[src/blt_pkg.sv]
`default_nettype none

package blt_pkg;

  // Field and register widths
  localparam int EL_W     = 10;
  localparam int LEN_W    = 11;
  localparam int SIZE_W   = 7;
  localparam int SPEED_W  = 16;
  localparam int COOL_W   = 20;
  localparam int BRIGHT_W = 8;
  localparam int IDX_W    = 10;
  localparam int CFG_W    = 20;
  localparam int CFG_IDX_W = 3;

  // Strip and trail limits
  localparam int MAX_LENGTH = 1024;
  localparam int MAX_TRAIL  = 64;

  // Position: signed pixels with FRAC_W fraction bits
  localparam int FRAC_W = 8;
  localparam int POS_W  = 21;
  localparam int HEAD_W = POS_W - FRAC_W;

  // Brightness ramp divisor (trail size minus one)
  localparam int DIV_W = (MAX_TRAIL > 2) ? $clog2(MAX_TRAIL) : 1;

  // Queue between front and back
  localparam int QDEPTH = 2;

  // Register indexes
  localparam logic [CFG_IDX_W-1:0] CFG_STRIP_LENGTH   = 3'd0;
  localparam logic [CFG_IDX_W-1:0] CFG_TRAIL_SIZE     = 3'd1;
  localparam logic [CFG_IDX_W-1:0] CFG_SPEED          = 3'd2;
  localparam logic [CFG_IDX_W-1:0] CFG_COOLDOWN       = 3'd3;
  localparam logic [CFG_IDX_W-1:0] CFG_MAX_BRIGHTNESS = 3'd4;

  // Register reset values
  localparam logic [LEN_W-1:0]    RST_STRIP_LENGTH   = 11'd144;
  localparam logic [SIZE_W-1:0]   RST_TRAIL_SIZE     = 7'd8;
  localparam logic [SPEED_W-1:0]  RST_SPEED          = 16'd7680;
  localparam logic [COOL_W-1:0]   RST_COOLDOWN       = 20'd1024;
  localparam logic [BRIGHT_W-1:0] RST_MAX_BRIGHTNESS = 8'd255;

  // One tick's drawing job, handed from front to back
  typedef struct packed {
    logic                draw;
    logic                backward;
    logic [HEAD_W-1:0]   head;
    logic [LEN_W-1:0]    len;
    logic [SIZE_W-1:0]   size;
    logic [BRIGHT_W-1:0] max_bright;
  } job_t;

endpackage

`default_nettype wire

[src/blt_queue.sv]
`default_nettype none

module blt_queue (
  input  wire logic          clk,
  input  wire logic          rst,
  input  wire logic          push,
  input  wire blt_pkg::job_t push_job,
  output logic               full,
  input  wire logic          pop,
  output blt_pkg::job_t      pop_job,
  output logic               empty
);
  import blt_pkg::*;

  localparam int QA_W = (QDEPTH > 1) ? $clog2(QDEPTH) : 1;
  localparam int QC_W = $clog2(QDEPTH + 1);

  job_t            entries [QDEPTH];
  logic [QA_W-1:0] wr_ptr;
  logic [QA_W-1:0] rd_ptr;
  logic [QC_W-1:0] count;

  assign full    = (count == QC_W'(QDEPTH));
  assign empty   = (count == '0);
  assign pop_job = entries[rd_ptr];

  // Store pushed jobs
  always_ff @(posedge clk) begin
    if (push) begin
      entries[wr_ptr] <= push_job;
    end
  end

  // Advance pointers and fill count
  always_ff @(posedge clk) begin
    if (rst) begin
      wr_ptr <= '0;
      rd_ptr <= '0;
      count  <= '0;
    end else begin
      if (push) begin
        wr_ptr <= (wr_ptr == QA_W'(QDEPTH - 1)) ? '0 : wr_ptr + 1'b1;
      end
      if (pop) begin
        rd_ptr <= (rd_ptr == QA_W'(QDEPTH - 1)) ? '0 : rd_ptr + 1'b1;
      end
      if (push && !pop) begin
        count <= count + 1'b1;
      end else if (pop && !push) begin
        count <= count - 1'b1;
      end
    end
  end

  a_no_overflow: assert property (@(posedge clk) disable iff (rst) !(push && full))
    else $error("job pushed into a full queue");
  a_no_underflow: assert property (@(posedge clk) disable iff (rst) !(pop && empty))
    else $error("job popped from an empty queue");

endmodule

`default_nettype wire

[src/blt_front.sv]
`default_nettype none

module blt_front (
  input  wire logic                            clk,
  input  wire logic                            rst,
  input  wire logic                            in_valid,
  output logic                                 in_stall,
  input  wire logic [blt_pkg::EL_W-1:0]        elapsed,
  input  wire logic                            cfg_we,
  input  wire logic [blt_pkg::CFG_IDX_W-1:0]   cfg_index,
  input  wire logic [blt_pkg::CFG_W-1:0]       cfg_data,
  output logic                                 push,
  output blt_pkg::job_t                        push_job,
  input  wire logic                            q_full
);
  import blt_pkg::*;

  localparam int PROD_W = SPEED_W + EL_W;
  localparam int EXT_W  = POS_W + 1;

  typedef enum logic [1:0] {F_IDLE, F_MOVE, F_PUSH} fstate_t;

  fstate_t state;

  // Configuration registers
  logic [LEN_W-1:0]    strip_length;
  logic [SIZE_W-1:0]   trail_size;
  logic [SPEED_W-1:0]  speed;
  logic [COOL_W-1:0]   cooldown;
  logic [BRIGHT_W-1:0] max_brightness;

  // Animation state
  logic signed [POS_W-1:0] pos;
  logic                    backward;
  logic                    cooling;
  logic [COOL_W-1:0]       cool_clock;

  // Per-tick registers
  job_t                job;
  logic [SPEED_W-1:0]  step;

  // Tick classification
  logic [LEN_W-1:0]    len_c;
  logic [SIZE_W-1:0]   size_c;
  logic                round_up;
  logic [HEAD_W-1:0]   head;
  job_t                job_next;
  logic [PROD_W-1:0]   prod;
  logic [COOL_W:0]     clock_sum;
  logic [COOL_W-1:0]   clock_sat;

  // Position advance and bounce
  logic signed [EXT_W-1:0] delta;
  logic signed [EXT_W-1:0] pos1;
  logic signed [EXT_W-1:0] pos2;
  logic [LEN_W:0]          len_plus_size;
  logic signed [EXT_W-1:0] fwd_lim;
  logic signed [EXT_W-1:0] len_fix;
  logic signed [EXT_W-1:0] back_lim;
  logic                    fwd_hit;
  logic                    back2;
  logic                    back_hit;
  logic signed [POS_W-1:0] pos_next;
  logic                    backward_next;

  assign in_stall = (state != F_IDLE);
  assign push     = (state == F_PUSH) && !q_full;
  assign push_job = job;

  // Clamp strip and trail to their limits
  assign len_c  = (strip_length > LEN_W'(MAX_LENGTH)) ? LEN_W'(MAX_LENGTH) : strip_length;
  assign size_c = (trail_size > SIZE_W'(MAX_TRAIL)) ? SIZE_W'(MAX_TRAIL) : trail_size;

  // Truncate position toward zero for the head pixel
  assign round_up = pos[POS_W-1] && (pos[FRAC_W-1:0] != '0);
  assign head     = pos[POS_W-1:FRAC_W] + {{(HEAD_W-1){1'b0}}, round_up};

  always_comb begin
    job_next.draw       = !cooling;
    job_next.backward   = backward;
    job_next.head       = head;
    job_next.len        = len_c;
    job_next.size       = size_c;
    job_next.max_bright = max_brightness;
  end

  // Distance for this tick
  assign prod = PROD_W'(speed) * PROD_W'(elapsed);

  // Cooldown clock, saturating
  assign clock_sum = {1'b0, cool_clock} + (COOL_W+1)'(elapsed);
  assign clock_sat = clock_sum[COOL_W] ? '1 : clock_sum[COOL_W-1:0];

  // Advance position, then check both ends in order
  assign delta         = backward ? -$signed(EXT_W'(step)) : $signed(EXT_W'(step));
  assign pos1          = EXT_W'(pos) + delta;
  assign len_plus_size = {1'b0, job.len} + (LEN_W+1)'(job.size);
  assign fwd_lim       = $signed({{(EXT_W-LEN_W-1-FRAC_W){1'b0}}, len_plus_size,
                                  {FRAC_W{1'b0}}});
  assign len_fix       = $signed({{(EXT_W-LEN_W-FRAC_W){1'b0}}, job.len, {FRAC_W{1'b0}}});
  assign back_lim      = -$signed({{(EXT_W-SIZE_W-FRAC_W){1'b0}}, job.size,
                                   {FRAC_W{1'b0}}});
  assign fwd_hit       = !backward && (pos1 >= fwd_lim);
  assign pos2          = fwd_hit ? len_fix : pos1;
  assign back2         = backward || fwd_hit;
  assign back_hit      = back2 && (pos2 <= back_lim);
  assign pos_next      = back_hit ? '0 : pos2[POS_W-1:0];
  assign backward_next = back2 && !back_hit;

  // Hold state and registered outputs
  always_ff @(posedge clk) begin
    if (rst) begin
      state          <= F_IDLE;
      strip_length   <= RST_STRIP_LENGTH;
      trail_size     <= RST_TRAIL_SIZE;
      speed          <= RST_SPEED;
      cooldown       <= RST_COOLDOWN;
      max_brightness <= RST_MAX_BRIGHTNESS;
      pos            <= '0;
      backward       <= 1'b0;
      cooling        <= 1'b0;
      cool_clock     <= '0;
    end else begin
      if (cfg_we) begin
        case (cfg_index)
          CFG_STRIP_LENGTH:   strip_length   <= cfg_data[LEN_W-1:0];
          CFG_TRAIL_SIZE:     trail_size     <= cfg_data[SIZE_W-1:0];
          CFG_SPEED:          speed          <= cfg_data[SPEED_W-1:0];
          CFG_COOLDOWN:       cooldown       <= cfg_data[COOL_W-1:0];
          CFG_MAX_BRIGHTNESS: max_brightness <= cfg_data[BRIGHT_W-1:0];
          default: ;
        endcase
      end
      case (state)
        F_IDLE: begin
          if (in_valid) begin
            job  <= job_next;
            step <= prod[PROD_W-1:EL_W];
            if (cooling) begin
              cool_clock <= clock_sat;
              if (clock_sat >= cooldown) begin
                cooling <= 1'b0;
              end
              state <= F_PUSH;
            end else begin
              state <= F_MOVE;
            end
          end
        end
        F_MOVE: begin
          pos      <= pos_next;
          backward <= backward_next;
          if (fwd_hit || back_hit) begin
            cooling    <= 1'b1;
            cool_clock <= '0;
          end
          state <= F_PUSH;
        end
        F_PUSH: begin
          if (!q_full) begin
            state <= F_IDLE;
          end
        end
        default: state <= F_IDLE;
      endcase
    end
  end

endmodule

`default_nettype wire

[src/blt_back.sv]
`default_nettype none

module blt_back (
  input  wire logic                          clk,
  input  wire logic                          rst,
  input  wire logic                          q_empty,
  input  wire blt_pkg::job_t                 pop_job,
  output logic                               pop,
  output logic                               out_valid,
  input  wire logic                          out_stall,
  output logic [blt_pkg::IDX_W-1:0]          pixel_index,
  output logic [blt_pkg::BRIGHT_W-1:0]       brightness,
  output logic                               pixel_valid,
  output logic                               last
);
  import blt_pkg::*;

  localparam int P_W   = HEAD_W + 1;
  localparam int CNT_W = $clog2(BRIGHT_W);

  typedef enum logic [1:0] {B_IDLE, B_DIV, B_WALK, B_EMPTY} bstate_t;

  bstate_t state;

  job_t                   jb;
  logic signed [P_W-1:0]  p;
  logic [SIZE_W-1:0]      i;
  logic [BRIGHT_W-1:0]    q;
  logic [DIV_W-1:0]       r;
  logic [DIV_W-1:0]       d;
  logic [BRIGHT_W-1:0]    dvd;
  logic [DIV_W-1:0]       rem;
  logic [CNT_W-1:0]       div_cnt;

  logic                   out_free;
  logic                   emit;
  logic signed [P_W-1:0]  p_next;
  logic                   p_in;
  logic                   pn_in;
  logic [SIZE_W-1:0]      size_m1;
  logic                   last_pix;
  logic [BRIGHT_W-1:0]    bright;
  logic [DIV_W:0]         shift_rem;
  logic [DIV_W:0]         shift_diff;
  logic                   shift_ge;
  logic [DIV_W:0]         rsum;
  logic [DIV_W:0]         rdiff;
  logic                   r_ge;
  logic [BRIGHT_W-1:0]    ramp_num;

  assign out_free = !out_valid || !out_stall;
  assign pop      = (state == B_IDLE) && !q_empty;

  // Load a new beat into the output register when it is free
  assign emit = out_free && (((state == B_WALK) && p_in) || (state == B_EMPTY));

  // Trail walk: pixel positions and the last one on the strip
  assign p_next   = jb.backward ? p + 1'b1 : p - 1'b1;
  assign p_in     = !p[P_W-1] && (p[P_W-2:0] < (P_W-1)'(jb.len));
  assign pn_in    = !p_next[P_W-1] && (p_next[P_W-2:0] < (P_W-1)'(jb.len));
  assign size_m1  = jb.size - 1'b1;
  assign last_pix = (i == size_m1) || !pn_in;

  // Brightness ramp falls from the head; a zero level ramps up to one
  assign bright   = (jb.max_bright == '0) ? q : jb.max_bright - q;
  assign ramp_num = (pop_job.max_bright == '0) ? BRIGHT_W'(1) : pop_job.max_bright - 1'b1;

  // One restoring divide step per cycle
  assign shift_rem  = {rem, dvd[BRIGHT_W-1]};
  assign shift_diff = shift_rem - {1'b0, d};
  assign shift_ge   = (shift_rem >= {1'b0, d});

  // Running quotient and remainder of i * num / d
  assign rsum  = {1'b0, r} + {1'b0, rem};
  assign rdiff = rsum - {1'b0, d};
  assign r_ge  = (rsum >= {1'b0, d});

  // Hold state and registered outputs
  always_ff @(posedge clk) begin
    if (rst) begin
      state     <= B_IDLE;
      out_valid <= 1'b0;
    end else begin
      if (emit) begin
        out_valid <= 1'b1;
      end else if (out_valid && !out_stall) begin
        out_valid <= 1'b0;
      end
      case (state)
        B_IDLE: begin
          if (!q_empty) begin
            jb      <= pop_job;
            p       <= {pop_job.head[HEAD_W-1], pop_job.head};
            i       <= '0;
            q       <= '0;
            r       <= '0;
            d       <= DIV_W'(pop_job.size - 1'b1);
            dvd     <= ramp_num;
            rem     <= '0;
            div_cnt <= CNT_W'(BRIGHT_W - 1);
            if (!pop_job.draw || (pop_job.size == '0)) begin
              state <= B_EMPTY;
            end else if (pop_job.size == SIZE_W'(1)) begin
              state <= B_WALK;
            end else begin
              state <= B_DIV;
            end
          end
        end
        B_DIV: begin
          rem     <= shift_ge ? shift_diff[DIV_W-1:0] : shift_rem[DIV_W-1:0];
          dvd     <= {dvd[BRIGHT_W-2:0], shift_ge};
          div_cnt <= div_cnt - 1'b1;
          if (div_cnt == '0) begin
            state <= B_WALK;
          end
        end
        B_WALK: begin
          if (p_in) begin
            if (out_free) begin
              pixel_index <= p[IDX_W-1:0];
              brightness  <= bright;
              pixel_valid <= 1'b1;
              last        <= last_pix;
              p           <= p_next;
              i           <= i + 1'b1;
              r           <= r_ge ? rdiff[DIV_W-1:0] : rsum[DIV_W-1:0];
              q           <= q + dvd + BRIGHT_W'(r_ge);
              if (last_pix) begin
                state <= B_IDLE;
              end
            end
          end else if (i == size_m1) begin
            state <= B_EMPTY;
          end else begin
            p <= p_next;
            i <= i + 1'b1;
            r <= r_ge ? rdiff[DIV_W-1:0] : rsum[DIV_W-1:0];
            q <= q + dvd + BRIGHT_W'(r_ge);
          end
        end
        B_EMPTY: begin
          if (out_free) begin
            pixel_index <= '0;
            brightness  <= '0;
            pixel_valid <= 1'b0;
            last        <= 1'b1;
            state       <= B_IDLE;
          end
        end
        default: state <= B_IDLE;
      endcase
    end
  end

  a_empty_is_last: assert property (@(posedge clk) disable iff (rst)
    (out_valid && !pixel_valid) |-> last)
    else $error("empty result without last");
  a_div_needs_ramp: assert property (@(posedge clk) disable iff (rst)
    (state == B_DIV) |-> (jb.size > SIZE_W'(1)))
    else $error("ramp divide started with a trail of one pixel or less");

endmodule

`default_nettype wire

[src/bouncing_led_trail_generator.sv]
// Channel  | Direction | Handshake           | Payload
// ---------+-----------+---------------------+--------------------------------------------
// in       | input     | in_valid / in_stall | elapsed
// out      | output    | out_valid/out_stall | pixel_index, brightness, pixel_valid, last
// cfg      | input     | cfg_we              | cfg_index, cfg_data
//
// The front takes a tick only when idle, moves the trail unless cooling, and
// pushes a job, holding while the job queue is full. The back pops a job, runs a
// restoring divide for the brightness ramp when trail_size > 1, then walks the
// trail up to the last lit pixel or sends an empty beat; the back sets the rate.
// Reset is synchronous with no clearing pass; a stalled output beat holds while
// the front keeps filling the two-entry queue.
`default_nettype none

module bouncing_led_trail_generator (
  input  wire logic                            clk,
  input  wire logic                            rst,
  input  wire logic                            in_valid,
  output logic                                 in_stall,
  input  wire logic [blt_pkg::EL_W-1:0]        elapsed,
  output logic                                 out_valid,
  input  wire logic                            out_stall,
  output logic [blt_pkg::IDX_W-1:0]            pixel_index,
  output logic [blt_pkg::BRIGHT_W-1:0]         brightness,
  output logic                                 pixel_valid,
  output logic                                 last,
  input  wire logic                            cfg_we,
  input  wire logic [blt_pkg::CFG_IDX_W-1:0]   cfg_index,
  input  wire logic [blt_pkg::CFG_W-1:0]       cfg_data
);
  import blt_pkg::*;

  logic push;
  logic pop;
  logic q_full;
  logic q_empty;
  job_t push_job;
  job_t pop_job;

  // Accept ticks, update motion state, queue drawing jobs
  blt_front u_front (
    .clk       (clk),
    .rst       (rst),
    .in_valid  (in_valid),
    .in_stall  (in_stall),
    .elapsed   (elapsed),
    .cfg_we    (cfg_we),
    .cfg_index (cfg_index),
    .cfg_data  (cfg_data),
    .push      (push),
    .push_job  (push_job),
    .q_full    (q_full)
  );

  // Decouple front and back
  blt_queue u_queue (
    .clk      (clk),
    .rst      (rst),
    .push     (push),
    .push_job (push_job),
    .full     (q_full),
    .pop      (pop),
    .pop_job  (pop_job),
    .empty    (q_empty)
  );

  // Walk the trail and emit pixel beats
  blt_back u_back (
    .clk         (clk),
    .rst         (rst),
    .q_empty     (q_empty),
    .pop_job     (pop_job),
    .pop         (pop),
    .out_valid   (out_valid),
    .out_stall   (out_stall),
    .pixel_index (pixel_index),
    .brightness  (brightness),
    .pixel_valid (pixel_valid),
    .last        (last)
  );

endmodule

`default_nettype wire

[config.mk]
export PLATFORM = sky130hd
export DESIGN_NAME = bouncing_led_trail_generator
export DESIGN_NICKNAME = d
export VERILOG_FILES = /design/src/blt_pkg.sv /design/src/blt_queue.sv /design/src/blt_front.sv /design/src/blt_back.sv /design/src/bouncing_led_trail_generator.sv
export SDC_FILE = /design/constraint.sdc
export NUM_CORES = 1
export LEC_CHECK = 0
export ABC_AREA = 0
export CORE_MARGIN = 4
export CORE_UTILIZATION = 55
export CTS_CLUSTER_DIAMETER = 100
export DETAILED_ROUTE_END_ITERATION = 16
export DONT_BUFFER_PORTS = 1
export GPL_ROUTABILITY_DRIVEN = 0
export PLACE_DENSITY = 0.7
export SKIP_CTS_REPAIR_TIMING = 1
export SYNTH_ARGS = -nofsm -noshare
export SYNTH_HDL_FRONTEND = slang
export SYNTH_SLANG_ARGS = --single-unit
[constraint.sdc]
create_clock -name clk -period 17.83 [get_ports clk]
set_clock_uncertainty 0.1 [all_clocks]
set_input_delay 1.783 -clock clk [delete_from_list [all_inputs] [get_ports clk]]
set_output_delay 1.783 -clock clk [all_outputs]
set_load 0.02 [all_outputs]
== Word level (Yosys, flattened, before mapping) ==
Memories as Yosys holds them, arrays and structs flattened. A register that Yosys moved wholly into a read port is not among the register bits.
Cells that the tools add are included.
Word-level totals
  bits in latches: 0
  register bits: 276
  memory bits (writable): 82
  logic and storage cells: 243
  output and inout port bits: 22
  bits in read-only memories: 0
  memories kept: 1
  input bits: 38
Cells by class
  $mul: 1
  equality and inequality tests: 25
  multiplexer cells: 82
  divide/modulo/power cells: 0
  shift operators: 0
  add/sub/neg operators: 23
  reduce and logical (&&, ||, !) cells: 62
  bitwise logic cells: 2
  order comparisons: 9
Memory list
  u_queue.entries: words 2, width 41, read ports 1, clocked after memory_dff 1, write ports 1, RTL line blt_queue.sv:18  | job_t entries [QDEPTH];
Operators with widths (count)
  20-bit two-way mux: 4
  8-bit two-way mux: 10
  14-bit two-way mux: 5
  8-bit case mux with 2 select lines: 3
  22-bit two-way mux: 2
  20-bit case mux with 2 select lines: 1
  6-bit two-way mux: 6
  10-bit two-way mux: 3
  2-bit two-way mux: 14
  7-bit two-way mux: 4
  14-bit case mux with 2 select lines: 1
  13-bit by 11-bit less-than comparator with 1-bit output: 2
  16-bit by 10-bit multiplier with 26-bit output: 1
  6-bit case mux with 2 select lines: 2
  21-bit by 22-bit adder with 22-bit output: 1
  22-bit by 21-bit >= comparator with 1-bit output: 1
  22-bit <= comparator: 1
  15-bit negator with 22-bit output: 1
  16-bit negator with 22-bit output: 1
  20-bit by 10-bit adder with 21-bit output: 1
  21-bit two-way mux: 1
  20-bit >= comparator: 1
  10-bit case mux with 2 select lines: 1
  1-bit two-way mux: 17
  other kinds (52): 120

== Longest topological paths before layout ==
  depth in word-level cells: 11
  gate-level depth with buffers: 34
  mapped depth without buffers: 32

== Modules after synthesis ==
Synthesis repeated with hierarchy kept, for this count alone.
Unflattened totals
  cells, all modules: 2398
  area, all modules: 24262.0 um^2
By module, submodules not included
  blt_front: instances 1, seq. area each 3853.7 um^2, cells each 1586, area each 14178.6 um^2
  blt_back: instances 1, seq. area each 3213.1 um^2, cells each 662, area each 6926.6 um^2
  blt_queue: instances 1, seq. area each 2562.5 um^2, cells each 150, area each 3156.8 um^2

== Worst setup path before layout ==
No wires, ideal clock.
  path kind: input to register
  start point: input port rst
  end point: register u_back.i[0], enable pin
  stages: 3
  setup time: 0.617 ns
  buffers on the path: 2
  data required time: 17.113 ns
  arrival: 7.719 ns
  slack: 9.395 ns
  path through: clkbuf_1 clkbuf_1 a2111oi_0
On the way
  word-level cells in the longest chain between the ends: 2
Ends and longest elaborated chain
  from (decl): RTL line bouncing_led_trail_generator.sv:17  | input wire logic rst,
  1-bit inverter (no line)
  5-bit AND reduction (no line)
  to (signal assigned): RTL line blt_back.sv:126  | i <= i + 1'b1;
  to (signal assigned): RTL line blt_back.sv:137  | i <= i + 1'b1;
  to (decl): RTL line blt_back.sv:27  | logic [SIZE_W-1:0] i;
No other way between the ends.
A chain may end at the register's enable or synchronous reset.

== Worst setup path in the final report ==
  start point: register u_front.step[3]
  end point: register u_front.pos[18]
On the way
  word-level cells in the longest chain between the ends: 9
  elaborated cells between the ends (all ways): 10
  classes of those cells: 2 x add/sub; 2 x order compare; 3 x mux; 3 x reduce/logical
Ends and longest elaborated chain
  from (decl): RTL line blt_front.sv:40  | logic [SPEED_W-1:0] step;
  from (signal assigned): RTL line blt_front.sv:138  | step <= prod[PROD_W-1:EL_W];
  16-bit negator with 22-bit output: RTL line blt_front.sv:95  | assign delta = backward ? -$signed(EXT_W'(step)) : $signed(EXT_W'(step));
  22-bit two-way mux (*): RTL line blt_front.sv:95
  21-bit by 22-bit adder with 22-bit output (*): RTL line blt_front.sv:96  | assign pos1 = EXT_W'(pos) + delta;
  22-bit by 21-bit >= comparator with 1-bit output: RTL line blt_front.sv:103  | assign fwd_hit = !backward && (pos1 >= fwd_lim);
  1-bit logical AND: RTL line blt_front.sv:103
  22-bit two-way mux: RTL line blt_front.sv:104  | assign pos2 = fwd_hit ? len_fix : pos1;
  22-bit <= comparator: RTL line blt_front.sv:106  | assign back_hit = back2 && (pos2 <= back_lim);
  1-bit logical AND: RTL line blt_front.sv:106
  21-bit two-way mux (*): RTL line blt_front.sv:107  | assign pos_next = back_hit ? '0 : pos2[POS_W-1:0];
  to (signal assigned): RTL line blt_front.sv:151  | pos <= pos_next;
  to (decl): RTL line blt_front.sv:33  | logic signed [POS_W-1:0] pos;
Mark *: on every way between the ends. The rest lies on a longest branch, timed or not.

==> impl_metrics.csv <==
group,metric,value,unit
run_status,status,"completed",
placed_design,dp_cells,2919,
yosys,ys_ff_latch,359,
cts,cts.clk_slew.worst_paths,0.06,ns
yosys,synth_edf_count,244,
layout,fin_nets,2755,
pwr,p_int,2.17,mW
yosys,synth_warnings,0,
timing,slew_viol_final,0,
yosys,ys_top_cells_by_count,"nand2_1 (300), edfxtp_1 (244), ha_1 (220)",
critical_path,critPathArrivalTime,8.17,ns
floorplan,rows,76,
yosys,synth-main-ff-cell,"edfxtp_1",
timing,fmax,128,MHz
yosys,synth_top_area_share,30.1,%
timing,max_slew_margin,17.8,%
critical_path,endpoint_kind,"register",
cts,clk_latency,0.57,ns
yosys,syn_inst,2410,
floorplan,coreArea,43500,µm²
pwr,p_seq_share,33.9,%
critical_path,max_stage_delay,0.50,ns
detailed_routing,via_count,17600,
critical_path,critPathRequiredTime,18.18,ns
layout,syn_to_final_growth,8.01,%
global_routing,grt_pass1_wl,92200,µm
pwr,p_leak,10.8,nW
pwr,power_density,129,nW/µm²
timing,finalCriticalPeriod,7.82,ns
detailed_routing,vias_per_cell,5.86,
timing,finalHoldViolCount,0,
global_routing,first_global_vias,17900,
floorplan,ioPinCount,60,
yosys,syn_nets,2787,
yosys,synthArstFlopShare,0,%
yosys,postSynthAreaPerCell,10.1,µm²
layout,layout.cells.non_filler,2997,
cts,cts_tree,"built",
floorplan,dieArea,47700,µm²
layout,stdcell_area,26300,µm²
detailed_routing,routed_wl,56100,µm
detailed_routing,antenna_left,0,
cts,cts_root_buf,"clkbuf_16",
pwr,sw_frac_of_total,36.4,%
timing,grt_setup_unrepaired,"no",
cts,htreeDepth,2,
timing,setup_ws,10.01,ns
floorplan,die_y,219,µm
layout,post_route_cells_drive_above_1_share,5.56,%
pwr,switching_power,1.24,mW
cts,cts_made_buffers,42,
global_routing,antenna_found_initial,1,
detailed_routing,wl_per_cell,18.7,µm
critical_path,startpoint_type,"register",
yosys,yosysSeqAreaShare,39.5,%
pwr,ir_drop,99.2,µV
cts,clock_sinks,359,
placed_design,numPortBuffers,0,
worst_hold_path,hold_class,"register to register",
critical_path,slowest_stage,"o311a_1",
timing,worst_slew_pin_slew,1.23,ns
detailed_routing,first_pass_iters,6,
detailed_routing,drt_iter0_markers,1288,
timing,setup_viol,0,
layout,fill_cells,3529,
critical_path,worstSetupPathType,"register to register",
critical_path,worstReg2RegStart,"u_front.step[3]",
yosys,yosys.area.top_type,"edfxtp_1",
yosys,netlist_area,24400,µm²
yosys,synth_most_common_cell,"nand2_1",
floorplan,die_w,219,µm
yosys,ys_top_cells_by_area,"edfxtp_1 (30%), ha_1 (11%), fa_1 (9.8%)",
placed_design,placed_area,24900,µm²
placed_design,pre_cts_ws,10.21,ns
yosys,ys_types,80,
global_routing,grt_use_total,23.8,%
pwr,power_frac_comb,40.2,%
global_routing,grt.overflow.total,0,
placed_design,hpwl,41700,µm
job,cap_violations,0,
timing,fin_setup_tns,0,ns
cts,clockBufferDepth,3,
global_routing,grt_max_degree,79,
pwr,power.share.clock,25.9,%
detailed_routing,remaining_drc_errors,0,
timing,fin_crit_sh,43.8,%
worst_hold_path,hold_start,"u_front.max_brightness[3]",
critical_path,cp_max_fo,13,
floorplan,start_util,56.1,%
critical_path,crit_start,"u_front.step[3]",
[cell usage in the layout, fill, tap and decap left out, types with 16 or more instances in the layout]
cell       synthesis  layout
a21o_1            29      29
a21oi_1          145     145
a32oi_1           16      16
and2_1            82      81
clkbuf_16          0      43
dfxtp_1          115     114
edfxtp_1         244     244
fa_1             119     119
ha_1             220     220
inv_1            217     217
mux2_2            23      23
mux2i_1           34      34
nand2_1          300     300
nand2b_1          18      18
nand3_1           67      67
nor2_1           140     138
nor2b_1           42      42
nor3_1            31      30
o21a_1            19      19
o21ai_0           84      84
xnor2_1           94      94
xor2_1            41      41
[path summary, 6_finish.rpt]
path / end / slack, ns / depth (start not counted)
max: u_front.pos[18] / 10.01 / 30
min: u_front.push_job[3] / 0.34 / 0
max reg2reg: u_front.pos[18] / 10.01 / 30
min reg2reg: u_front.push_job[3] / 0.34 / 0
[sequential cells by signal (all words and copies together), names as in the netlist, 6 cells and up, named ones only]
| signal | flops |
|---|---|
| u_back.brightness | 8 |
| u_back.d | 6 |
| u_back.dvd | 8 |
| u_back.i | 7 |
| u_back.jb | 27 |
| u_back.p | 14 |
| u_back.pixel_index | 10 |
| u_back.q | 8 |
| u_back.r | 6 |
| u_back.rem | 6 |
| u_front.cool_clock | 20 |
| u_front.cooldown | 20 |
| u_front.max_brightness | 8 |
| u_front.pos | 21 |
| u_front.push_job | 41 |
| u_front.speed | 16 |
| u_front.step | 16 |
| u_front.strip_length | 11 |
| u_front.trail_size | 7 |
| u_queue.entries | 82 |
[kinds of logic after synthesis]
| group | synth area share (%) |
|---|---|
| adders and majority gates | 21.1 |
| and+or+nand+nor | 14.6 |
| muxes | 2.89 |
| buffers and inverters | 4.80 |
| AOI/OAI and AO/OA | 12.2 |
| DFF | 39.5 |
| xor gates and xnor gates | 4.92 |
[power groups by stage]
stage / clock network (mW) / logic (mW) / registers [mW]
global placement: 0 / 1.30 / 1.17
global route: 0.938 / 1.54 / 1.17
detailed placement: 0 / 1.35 / 1.17
floorplan: 0 / 1.09 / 1.13
finish: 0.883 / 1.37 / 1.16
CTS: 0.900 / 1.36 / 1.16
[layer usage]
layer  up-vias  routed length (µm)  global-route usage [%]
li1       8375                   -                       -
met1      8551               23400                    30.2
met2       520               27100                    41.0
met3       129                3600                    4.52
met4         0                1990                    8.15
met5         -                   0                       0
[worst max-delay path: cells and delay by family, from the launching register on]
| family | cells | cell delay, ns |
|---|---|---|
| and+or+nand+nor | 7 | 1.29 |
| AOI/OAI and AO/OA | 17 | 4.26 |
| muxes | 1 | 0.39 |
| DFF | 1 | 0.44 |
| xor gates and xnor gates | 2 | 0.27 |
| adders and majority gates | 3 | 0.94 |
[cell type report]
class	count	area [µm²]	share of cell area [%]
clock buffers	47	1100	4.18
repair buffers	13	97.6	0.371
clock inverters	30	323	1.23
inverters	218	818	3.11
flip-flops and latches	359	9630	36.6
well taps	585	732	2.78
diodes	1	2.50	0.00951
multi-input cells	1744	13600	51.7
[per-stage QoR]
step,power [mW],hold WS [ns],utilization (%)
floorplan,2.22,0.306,-
global placement,2.47,0.316,57.3
detailed placement,2.52,0.321,57.3
CTS,3.42,0.334,60.6
global route,3.65,0.345,60.6
finish,3.41,0.336,60.6
(Power assumes the default switching activity.)
